**config.mk**
```make
export PLATFORM = sky130hd
export DESIGN_NAME = sparse_triplet_merge_add
export DESIGN_NICKNAME = d
export VERILOG_FILES = /design/src/design/stm_pkg.sv /design/src/design/sparse_triplet_merge_add.sv /design/src/design/stm_ram.sv /design/src/design/stm_ctrl.sv /design/src/design/stm_dp.sv
export SDC_FILE = /design/constraint.sdc
export NUM_CORES = 2
export LEC_CHECK = 0
export ABC_AREA = 0
export BUFFER_PORTS_ARGS = -buffer_cell sky130_fd_sc_hd__buf_2
export CAP_MARGIN = 20
export CELL_PAD_IN_SITES_DETAIL_PLACEMENT = 1
export CELL_PAD_IN_SITES_GLOBAL_PLACEMENT = 2
export CORE_MARGIN = 2
export CORE_UTILIZATION = 48
export CTS_BUF_LIST = sky130_fd_sc_hd__clkbuf_4 sky130_fd_sc_hd__clkbuf_8 sky130_fd_sc_hd__clkbuf_16
export DETAILED_ROUTE_END_ITERATION = 8
export PLACE_DENSITY_LB_ADDON = 0.1
export SLEW_MARGIN = 10
export SYNTH_ARGS = -nofsm -noshare
export SYNTH_HDL_FRONTEND = slang
export SYNTH_HIERARCHICAL = 1
export SYNTH_SLANG_ARGS = --single-unit
```
**constraint.sdc**
```tcl
create_clock -name aclk -period 5.03 [get_ports aclk]
set_input_delay 0.2515 -clock aclk [delete_from_list [all_inputs] [get_ports aclk]]
set_output_delay 0.2515 -clock aclk [all_outputs]
set_load 0.01 [all_outputs]
```
**src/design/stm_pkg.sv**
```systemverilog
package stm_pkg;

    localparam int ROW_W          = 8;
    localparam int COL_W          = 8;
    localparam int VAL_W          = 32;
    localparam int ENTRY_W        = ROW_W + COL_W + VAL_W;
    localparam int TDATA_W        = 48;
    localparam int S_TUSER_W      = 2;
    localparam int M_TUSER_W      = 2;
    localparam int LIST_DEPTH_DEF = 32;

    localparam logic [S_TUSER_W-1:0] KIND_LOAD_A = 2'd0;
    localparam logic [S_TUSER_W-1:0] KIND_LOAD_B = 2'd1;
    localparam logic [S_TUSER_W-1:0] KIND_RUN    = 2'd2;

    localparam int FLAG_SAT   = 0;
    localparam int FLAG_EMPTY = 1;

    typedef struct packed {
        logic load_a;
        logic load_b;
        logic clear_idx;
        logic step;
        logic emit_empty;
    } cmd_t;

    typedef struct packed {
        logic both_empty;
        logic out_free;
        logic last_step;
    } stat_t;

endpackage

```
**src/design/sparse_triplet_merge_add.sv**
```systemverilog
// Sparse matrix addition over two coordinate lists (row, col, value).
// Input words: s_axis_tuser selects the kind: load into list A, load into
// list B, or run the merge; code 3 is dropped. Loads carry the triplet in
// s_axis_tdata and are taken one per cycle; a load into a full list is
// dropped. Loads produce no output word.
// A run walks both lists in (row, col) order and emits one triplet per cycle
// on the m_axis side; equal coordinates give one word with the sum,
// clipped to 32 bits signed and flagged in tuser. m_axis_tlast marks the
// final word; both lists are empty afterwards. A run on two empty lists
// gives one word with the empty flag and tlast set, all fields zero.
// The list memories have a registered read and the output word is
// registered; after the first result word, one word per cycle follows.
// s_axis_tready is low while a run drains.
// A stalled receiver holds the current word and freezes the merge; loads
// are still taken while the final word of the previous run waits.
// Reset clears both list counts, the controller and the output valid.
module sparse_triplet_merge_add #(
    parameter int LIST_DEPTH = stm_pkg::LIST_DEPTH_DEF
) (
    input  logic                            aclk,
    input  logic                            aresetn,
    input  logic                            s_axis_tvalid,
    output logic                            s_axis_tready,
    input  logic [stm_pkg::TDATA_W-1:0]     s_axis_tdata,  // row, col, value
    input  logic [stm_pkg::S_TUSER_W-1:0]   s_axis_tuser,  // kind
    output logic                            m_axis_tvalid,
    input  logic                            m_axis_tready,
    output logic [stm_pkg::TDATA_W-1:0]     m_axis_tdata,  // out_row, out_col, out_value
    output logic [stm_pkg::M_TUSER_W-1:0]   m_axis_tuser,  // saturated, empty_res
    output logic                            m_axis_tlast
);

    stm_pkg::cmd_t  cmd;
    stm_pkg::stat_t stat;

    logic [stm_pkg::ROW_W-1:0]        out_row;
    logic [stm_pkg::COL_W-1:0]        out_col;
    logic signed [stm_pkg::VAL_W-1:0] out_value;
    logic                             out_sat, out_empty;

    stm_ctrl u_ctrl (
        .clk     (aclk),
        .rst_n   (aresetn),
        .s_valid (s_axis_tvalid),
        .s_kind  (s_axis_tuser),
        .s_ready (s_axis_tready),
        .stat    (stat),
        .cmd     (cmd)
    );

    stm_dp #(.LIST_DEPTH(LIST_DEPTH)) u_dp (
        .clk       (aclk),
        .rst_n     (aresetn),
        .cmd       (cmd),
        .in_entry  (s_axis_tdata[stm_pkg::ENTRY_W-1:0]),
        .stat      (stat),
        .out_valid (m_axis_tvalid),
        .out_ready (m_axis_tready),
        .out_row   (out_row),
        .out_col   (out_col),
        .out_value (out_value),
        .out_sat   (out_sat),
        .out_empty (out_empty),
        .out_last  (m_axis_tlast)
    );

    assign m_axis_tdata = {out_value, out_col, out_row};
    assign m_axis_tuser = {out_empty, out_sat};

    a_step_fills_output: assert property (@(posedge aclk) disable iff (!aresetn)
        cmd.step || cmd.emit_empty |=> m_axis_tvalid)
        else $error("merge step did not register an output word");

    a_run_clears_lists: assert property (@(posedge aclk) disable iff (!aresetn)
        cmd.step && stat.last_step |=> stat.both_empty)
        else $error("lists not emptied after final merge word");

    a_empty_word_shape: assert property (@(posedge aclk) disable iff (!aresetn)
        m_axis_tvalid && m_axis_tuser[stm_pkg::FLAG_EMPTY]
            |-> m_axis_tlast && !m_axis_tuser[stm_pkg::FLAG_SAT] && (m_axis_tdata == '0))
        else $error("empty result word carries data or lacks tlast");

    a_no_load_during_run: assert property (@(posedge aclk) disable iff (!aresetn)
        cmd.step || cmd.emit_empty |-> !cmd.load_a && !cmd.load_b)
        else $error("load taken while a merge is draining");

endmodule

```
**src/design/stm_ram.sv**
```systemverilog
module stm_ram #(
    parameter int WIDTH = 8,
    parameter int DEPTH = 32,
    localparam int AW   = (DEPTH > 1) ? $clog2(DEPTH) : 1
) (
    input  logic             clk,
    input  logic             we,
    input  logic [AW-1:0]    waddr,
    input  logic [WIDTH-1:0] wdata,
    input  logic [AW-1:0]    raddr,
    output logic [WIDTH-1:0] rdata
);

    logic [WIDTH-1:0] mem [DEPTH];

    always_ff @(posedge clk) begin
        if (we) begin
            mem[waddr] <= wdata;
        end
        rdata <= mem[raddr];
    end

endmodule

```
**src/design/stm_ctrl.sv**
```systemverilog
module stm_ctrl (
    input  logic                                 clk,
    input  logic                                 rst_n,
    input  logic                                 s_valid,
    input  logic [stm_pkg::S_TUSER_W-1:0]        s_kind,
    output logic                                 s_ready,
    input  stm_pkg::stat_t                       stat,
    output stm_pkg::cmd_t                        cmd
);

    typedef enum logic [1:0] {
        ST_IDLE,
        ST_MERGE,
        ST_EMPTY
    } state_t;

    state_t state_reg;
    state_t state_next;
    logic   s_fire;

    assign s_ready = (state_reg == ST_IDLE);
    assign s_fire  = s_valid && s_ready;

    always_comb begin
        cmd            = '0;
        cmd.load_a     = s_fire && (s_kind == stm_pkg::KIND_LOAD_A);
        cmd.load_b     = s_fire && (s_kind == stm_pkg::KIND_LOAD_B);
        cmd.clear_idx  = (state_reg == ST_IDLE);
        cmd.step       = (state_reg == ST_MERGE) && stat.out_free;
        cmd.emit_empty = (state_reg == ST_EMPTY) && stat.out_free;
    end

    always_comb begin
        state_next = state_reg;
        unique case (state_reg)
            ST_IDLE: begin
                if (s_fire && (s_kind == stm_pkg::KIND_RUN)) begin
                    state_next = stat.both_empty ? ST_EMPTY : ST_MERGE;
                end
            end
            ST_MERGE: begin
                if (cmd.step && stat.last_step) begin
                    state_next = ST_IDLE;
                end
            end
            ST_EMPTY: begin
                if (cmd.emit_empty) begin
                    state_next = ST_IDLE;
                end
            end
            default: state_next = ST_IDLE;
        endcase
    end

    always_ff @(posedge clk) begin
        if (!rst_n) begin
            state_reg <= ST_IDLE;
        end else begin
            state_reg <= state_next;
        end
    end

endmodule

```
**src/design/stm_dp.sv**
```systemverilog
module stm_dp #(
    parameter int LIST_DEPTH = stm_pkg::LIST_DEPTH_DEF
) (
    input  logic                            clk,
    input  logic                            rst_n,
    input  stm_pkg::cmd_t                   cmd,
    input  logic [stm_pkg::ENTRY_W-1:0]     in_entry,
    output stm_pkg::stat_t                  stat,
    output logic                            out_valid,
    input  logic                            out_ready,
    output logic [stm_pkg::ROW_W-1:0]       out_row,
    output logic [stm_pkg::COL_W-1:0]       out_col,
    output logic signed [stm_pkg::VAL_W-1:0] out_value,
    output logic                            out_sat,
    output logic                            out_empty,
    output logic                            out_last
);

    localparam int CW  = $clog2(LIST_DEPTH + 1);
    localparam int AW  = (LIST_DEPTH > 1) ? $clog2(LIST_DEPTH) : 1;
    localparam int KW  = stm_pkg::ROW_W + stm_pkg::COL_W;
    localparam int VW  = stm_pkg::VAL_W;
    localparam int VLO = KW;

    localparam logic [CW-1:0] FULL_CNT = CW'(LIST_DEPTH);
    localparam logic signed [VW-1:0] VAL_MAX = {1'b0, {(VW-1){1'b1}}};
    localparam logic signed [VW-1:0] VAL_MIN = {1'b1, {(VW-1){1'b0}}};

    logic [CW-1:0] count_a_reg, count_a_next;
    logic [CW-1:0] count_b_reg, count_b_next;
    logic [CW-1:0] i_reg, i_next, i_adv;
    logic [CW-1:0] j_reg, j_next, j_adv;

    logic [stm_pkg::ENTRY_W-1:0] rd_a, rd_b;
    logic [KW-1:0]               key_a, key_b;
    logic                        a_more, b_more, take_a, take_b, take_both;
    logic                        last_step;
    logic signed [VW:0]          sum;
    logic signed [VW-1:0]        sum_sat;
    logic                        sum_clip;

    logic                        out_valid_reg;
    logic [stm_pkg::ROW_W-1:0]   out_row_reg;
    logic [stm_pkg::COL_W-1:0]   out_col_reg;
    logic signed [VW-1:0]        out_value_reg;
    logic                        out_sat_reg, out_empty_reg, out_last_reg;
    logic                        out_free;

    stm_ram #(.WIDTH(stm_pkg::ENTRY_W), .DEPTH(LIST_DEPTH)) u_ram_a (
        .clk   (clk),
        .we    (cmd.load_a && (count_a_reg < FULL_CNT)),
        .waddr (count_a_reg[AW-1:0]),
        .wdata (in_entry),
        .raddr (i_next[AW-1:0]),
        .rdata (rd_a)
    );

    stm_ram #(.WIDTH(stm_pkg::ENTRY_W), .DEPTH(LIST_DEPTH)) u_ram_b (
        .clk   (clk),
        .we    (cmd.load_b && (count_b_reg < FULL_CNT)),
        .waddr (count_b_reg[AW-1:0]),
        .wdata (in_entry),
        .raddr (j_next[AW-1:0]),
        .rdata (rd_b)
    );

    // key is row-major: row above col
    assign key_a = {rd_a[stm_pkg::ROW_W-1:0], rd_a[KW-1:stm_pkg::ROW_W]};
    assign key_b = {rd_b[stm_pkg::ROW_W-1:0], rd_b[KW-1:stm_pkg::ROW_W]};

    assign a_more    = i_reg < count_a_reg;
    assign b_more    = j_reg < count_b_reg;
    assign take_a    = a_more && (!b_more || (key_a < key_b));
    assign take_b    = b_more && (!a_more || (key_b < key_a));
    assign take_both = !take_a && !take_b;

    assign i_adv     = i_reg + CW'(take_a || take_both);
    assign j_adv     = j_reg + CW'(take_b || take_both);
    assign last_step = (i_adv >= count_a_reg) && (j_adv >= count_b_reg);

    assign i_next = cmd.clear_idx ? '0 : (cmd.step ? i_adv : i_reg);
    assign j_next = cmd.clear_idx ? '0 : (cmd.step ? j_adv : j_reg);

    assign sum      = {rd_a[stm_pkg::ENTRY_W-1], rd_a[stm_pkg::ENTRY_W-1:VLO]}
                    + {rd_b[stm_pkg::ENTRY_W-1], rd_b[stm_pkg::ENTRY_W-1:VLO]};
    assign sum_clip = sum[VW] != sum[VW-1];
    assign sum_sat  = sum_clip ? (sum[VW] ? VAL_MIN : VAL_MAX) : sum[VW-1:0];

    assign out_free = !out_valid_reg || out_ready;

    always_comb begin
        count_a_next = count_a_reg;
        count_b_next = count_b_reg;
        if (cmd.step && last_step) begin
            count_a_next = '0;
            count_b_next = '0;
        end else begin
            if (cmd.load_a && (count_a_reg < FULL_CNT)) begin
                count_a_next = count_a_reg + CW'(1);
            end
            if (cmd.load_b && (count_b_reg < FULL_CNT)) begin
                count_b_next = count_b_reg + CW'(1);
            end
        end
    end

    always_ff @(posedge clk) begin
        if (!rst_n) begin
            count_a_reg   <= '0;
            count_b_reg   <= '0;
            i_reg         <= '0;
            j_reg         <= '0;
            out_valid_reg <= 1'b0;
        end else begin
            count_a_reg <= count_a_next;
            count_b_reg <= count_b_next;
            i_reg       <= i_next;
            j_reg       <= j_next;
            if (cmd.step || cmd.emit_empty) begin
                out_valid_reg <= 1'b1;
            end else if (out_ready) begin
                out_valid_reg <= 1'b0;
            end
        end
    end

    always_ff @(posedge clk) begin
        if (cmd.step) begin
            out_empty_reg <= 1'b0;
            out_last_reg  <= last_step;
            if (take_a) begin
                out_row_reg   <= rd_a[stm_pkg::ROW_W-1:0];
                out_col_reg   <= rd_a[KW-1:stm_pkg::ROW_W];
                out_value_reg <= rd_a[stm_pkg::ENTRY_W-1:VLO];
                out_sat_reg   <= 1'b0;
            end else if (take_b) begin
                out_row_reg   <= rd_b[stm_pkg::ROW_W-1:0];
                out_col_reg   <= rd_b[KW-1:stm_pkg::ROW_W];
                out_value_reg <= rd_b[stm_pkg::ENTRY_W-1:VLO];
                out_sat_reg   <= 1'b0;
            end else begin
                out_row_reg   <= rd_a[stm_pkg::ROW_W-1:0];
                out_col_reg   <= rd_a[KW-1:stm_pkg::ROW_W];
                out_value_reg <= sum_sat;
                out_sat_reg   <= sum_clip;
            end
        end else if (cmd.emit_empty) begin
            out_row_reg   <= '0;
            out_col_reg   <= '0;
            out_value_reg <= '0;
            out_sat_reg   <= 1'b0;
            out_empty_reg <= 1'b1;
            out_last_reg  <= 1'b1;
        end
    end

    always_comb begin
        stat            = '0;
        stat.both_empty = (count_a_reg == '0) && (count_b_reg == '0);
        stat.out_free   = out_free;
        stat.last_step  = last_step;
    end

    assign out_valid = out_valid_reg;
    assign out_row   = out_row_reg;
    assign out_col   = out_col_reg;
    assign out_value = out_value_reg;
    assign out_sat   = out_sat_reg;
    assign out_empty = out_empty_reg;
    assign out_last  = out_last_reg;

endmodule
```
==> impl_results.rst <==
.. list-table::
   :header-rows: 1

   * - Metric
     - Value
   * - Share of flip-flops with an asynchronous set or reset after synthesis
     - 0
   * - Clock sink count
     - 3246
   * - Count of buffers inserted at the top-level ports
     - 106
   * - Final count of negative-setup-slack endpoints
     - 0
   * - Clock Pin Slew Worst Setup and Hold Paths
     - 0.06 ns
   * - Number of nets produced by synthesis
     - 7644
   * - Registers with the most flip-flops
     - u_dp/u_ram_a/mem: 1536 flops, u_dp/u_ram_b/mem: 1536 flops
   * - Power density over the cells
     - 377.9 nW/um^2
   * - First-pass detailed-route iteration total
     - 5
   * - Slew margin rel.
     - 0.2030
   * - Placed Instances
     - 11250
   * - Peak fanout along the critical path
     - 19
   * - Cell at the root of the clock tree
     - sky130_fd_sc_hd__clkbuf_16
   * - Via density per instance
     - slightly above 6
   * - Mapped cell area
     - about 130000 sq um
   * - Fmax achieved
     - roughly 210 MHz
   * - Mean cell area of the mapped netlist
     - ~17 sq um
   * - WHS
     - 0.09909 ns
   * - Maximum buffer depth of the clock tree
     - 4
   * - Post-layout total power
     - 56.73 mW
   * - Depth of the worst register-to-register path
     - 20
   * - Fin nets
     - 8286
   * - Peak supply drop
     - 0.0002879 V
   * - Reg2Reg Launch Point
     - u_dp/u_ram_b/rdata[1]
   * - Worst-Skew Late Latency
     - 0.92 ns
   * - First DRT Iteration DRCs
     - 7882
   * - CTS buffer count
     - 342
   * - Most common cell after layout, fill and taps aside
     - sky130_fd_sc_hd__edfxtp_1
   * - Post-synthesis cell type count
     - 77
   * - Sum of net half-perimeters after detailed placement
     - 228700 um
   * - Final setup skew
     - 0.02988 ns
   * - Slowest stage delay, CP
     - 0.49 ns
   * - Antenna viol nets, final
     - 0
   * - Pin count of the biggest net entering global routing
     - 65
   * - CTS tree
     - yes
   * - Number of synthesized register bits
     - 3246
   * - Global-route wire length before repair
     - 561400 um
   * - Final count of hold timing violations
     - 0
   * - Leakage
     - 46.88 nW
   * - Commonest cells after routing, fill and taps aside
     - sky130_fd_sc_hd__edfxtp_1 (3122), sky130_fd_sc_hd__mux2i_1 (1541), sky130_fd_sc_hd__buf_4 (365)
   * - Overall track demand over capacity in global routing
     - 0.2905
   * - Effective utilization at floorplan
     - 0.4833
   * - Sort of element at the start of the critical path
     - flop
   * - Post-DP Area
     - 137200 sq um
   * - Setup repair after global routing missed its margin
     - no
   * - Aggregate routed wire length
     - 400300 um
   * - Start-to-end type of the worst setup path
     - reg -> reg
   * - Kind of path behind the tightest hold check
     - in -> reg
   * - Part of the Yosys area used for sequential elements
     - 0.7497
   * - Worst min-delay path startpoint
     - s_axis_tuser[0]
   * - Arrival time at the worst endpoint
     - 5.60 ns
   * - Antenna violations before repair
     - 16
   * - Remaining Overflow, GRT
     - 0
   * - Worst-case register-to-register setup slack
     - around 0.18 ns
   * - Count of non-filler cells in the finished layout
     - approximately 12000
   * - Slew Viols, Final
     - 0
   * - Transition time at the pin with the least slew margin
     - 1.196 ns
   * - DRC violation count after routing
     - 0
   * - Worst Hold Depth
     - 5
   * - Primary flip-flop cell chosen by synthesis mapping
     - sky130_fd_sc_hd__edfxtp_1
   * - Growth of design area from synthesis to finish
     - 16.95%
   * - Reg2reg end
     - u_dp/u_ram_a/rdata[34]
   * - Final Wtd Congestion
     - 0.8457
   * - Total of max-cap violations
     - 0
   * - Fraction of the cycle the final worst path needs
     - 0.9637
   * - Vias post-DR
     - 73220
   * - H-tree levels
     - 5
   * - Time the worst path needs with I/O delays and setup
     - 4.848 ns
   * - Result of the run
     - finished, final reports clean
   * - Worst-path cell with the longest stage delay
     - sky130_fd_sc_hd__a221o_2
   * - Wirelength per Cell
     - 33.44 um
   * - DIE HEIGHT
     - approximately 520 um
   * - Std-Cell Core Area
     - 265600 sq um
   * - Post-synthesis cell count
     - 7511
   * - I/O pin count
     - between 100 and 150
   * - Vias in the first global route
     - 74310
   * - Share of final-layout standard cells stronger than drive strength 1
     - 0.1656
   * - Number of enable-type register cells in the synthesized netlist
     - 3122
   * - Fin Setup TNS
     - 0 ns
   * - Area enclosed by the die boundary
     - 271600 sq um
   * - Standard-cell rows
     - ~190
   * - Yosys warning count
     - 6
   * - End point of the worst hold path
     - u_dp/count_a_reg[0]
   * - Die Wd
     - 521.1 um
   * - Worst Path Required
     - 5.78 ns
   * - Critical-path cell list
     - ha_1 > a211oi_1 > o21ai_0 > a21o_1 > a221o_2 > nand2b_1 > nor2b_4 > inv_2 > ha_1 > ha_1 > mux2i_1 > nor2_1 > buf_4 > nor2_4 > buf_4 > buf_4 > a22o_1 > nor3_1 > a31oi_1 > nand3_1
   * - Crit. End Element
     - flop
   * - Cell area after layout
     - 150100 sq um
## critical path: cells and delay by family, from the launching register on
kind	cells	cell delay (ns)
AOI/OAI and AO/OA	6	1.69
adders and majority gates	3	0.84
buffers and inverters	4	0.77
and+or+nand+nor	6	0.74
DFF	1	0.47
muxes	1	0.15
## stage by stage
step | util | worst slack [ns]
CTS | 0.5603 | 0.09436
floorplan | - | 0.7085
global placement | 0.5163 | 0.09615
global route | 0.5653 | 0.02008
finish | 0.5653 | 0.1825
detailed placement | 0.5165 | 0.1358
## cell families (layout without fill, tap and decap cells)
family / count (synthesis) / in the layout / synth area share
compound gates: 1102 / 1102 / 0.05928
xor+xnor: 49 / 49 / 0.003344
fa+ha+maj: 79 / 79 / 0.007759
buf+inv: 466 / 1391 / 0.02236
flops: 3246 / 3246 / 0.7497
mux: 1542 / 1542 / 0.1203
other cells: 0 / 1 / 0
simple gates: 1027 / 1027 / 0.03727
## metal layers
| metal | GRT usage | share of wire |
|---|---|---|
| met5 | 0 | 0.000092 |
| met1 | 0.4244 | 0.44 |
| met2 | 0.4578 | 0.46 |
| met3 | 0.03830 | 0.070 |
| met4 | 0.08376 | 0.030 |
## where the power goes
part / internal [mW] / switching [mW]
clock network: 15.4 / 10.5
logic: 0.319 / 0.794
registers: 29.7 / 0.0685
## layout make-up
class / instances / area [sq um]
clock inverter: 153 / 1597
antenna: 1 / 2.502
multi-input combinational: 3799 / 29860
sequential: 3246 / 96230
clock buffer: 474 / 9961
fill: 23730 / 115400
timing repair buffer: 722 / 7885
tap: 3533 / 4420
inverter: 42 / 157.7
## Yosys cell counts (101+ instances only)
master                        n  area [sq um]
sky130_fd_sc_hd__dfxtp_1    124          2482
sky130_fd_sc_hd__nor2_1     119         446.7
sky130_fd_sc_hd__nand3_1    330          1652
sky130_fd_sc_hd__a31oi_1    101         631.9
sky130_fd_sc_hd__clkbuf_1   145         544.3
sky130_fd_sc_hd__a22oi_1    288          2162
sky130_fd_sc_hd__nand2_1    359          1348
sky130_fd_sc_hd__mux2i_1   1541         15420
sky130_fd_sc_hd__a22o_1     194          1699
sky130_fd_sc_hd__a21oi_1    355          1777
sky130_fd_sc_hd__nor3_1     108         540.5
sky130_fd_sc_hd__edfxtp_1  3122         93750
## how the worst max path moves through the flow
stage                                from                      end  slack [ns]  depth (start not counted)
global placement    u_dp/u_ram_b/rdata[1]   u_dp/u_ram_a/rdata[34]         0.1                         20
floorplan             u_ctrl/state_reg[0]  u_dp/u_ram_b/mem[28][0]        0.71                          8
detailed placement  u_dp/u_ram_b/rdata[1]   u_dp/u_ram_a/rdata[34]        0.14                         20
finish              u_dp/u_ram_b/rdata[1]   u_dp/u_ram_a/rdata[34]        0.18                         20
global route        u_dp/u_ram_a/rdata[4]   u_dp/u_ram_b/rdata[18]        0.02                         23
CTS                 u_dp/u_ram_b/rdata[1]   u_dp/u_ram_a/rdata[39]        0.09                         21
## timing repair
action	in CTS	in global routing
setup buffers	0	2
hold endpoints to repair	68	1756
setup endpoints to repair	0	11
gates resized for setup	0	5
hold buffers	7	45
Note: power is estimated with default switching activity, not from simulation.
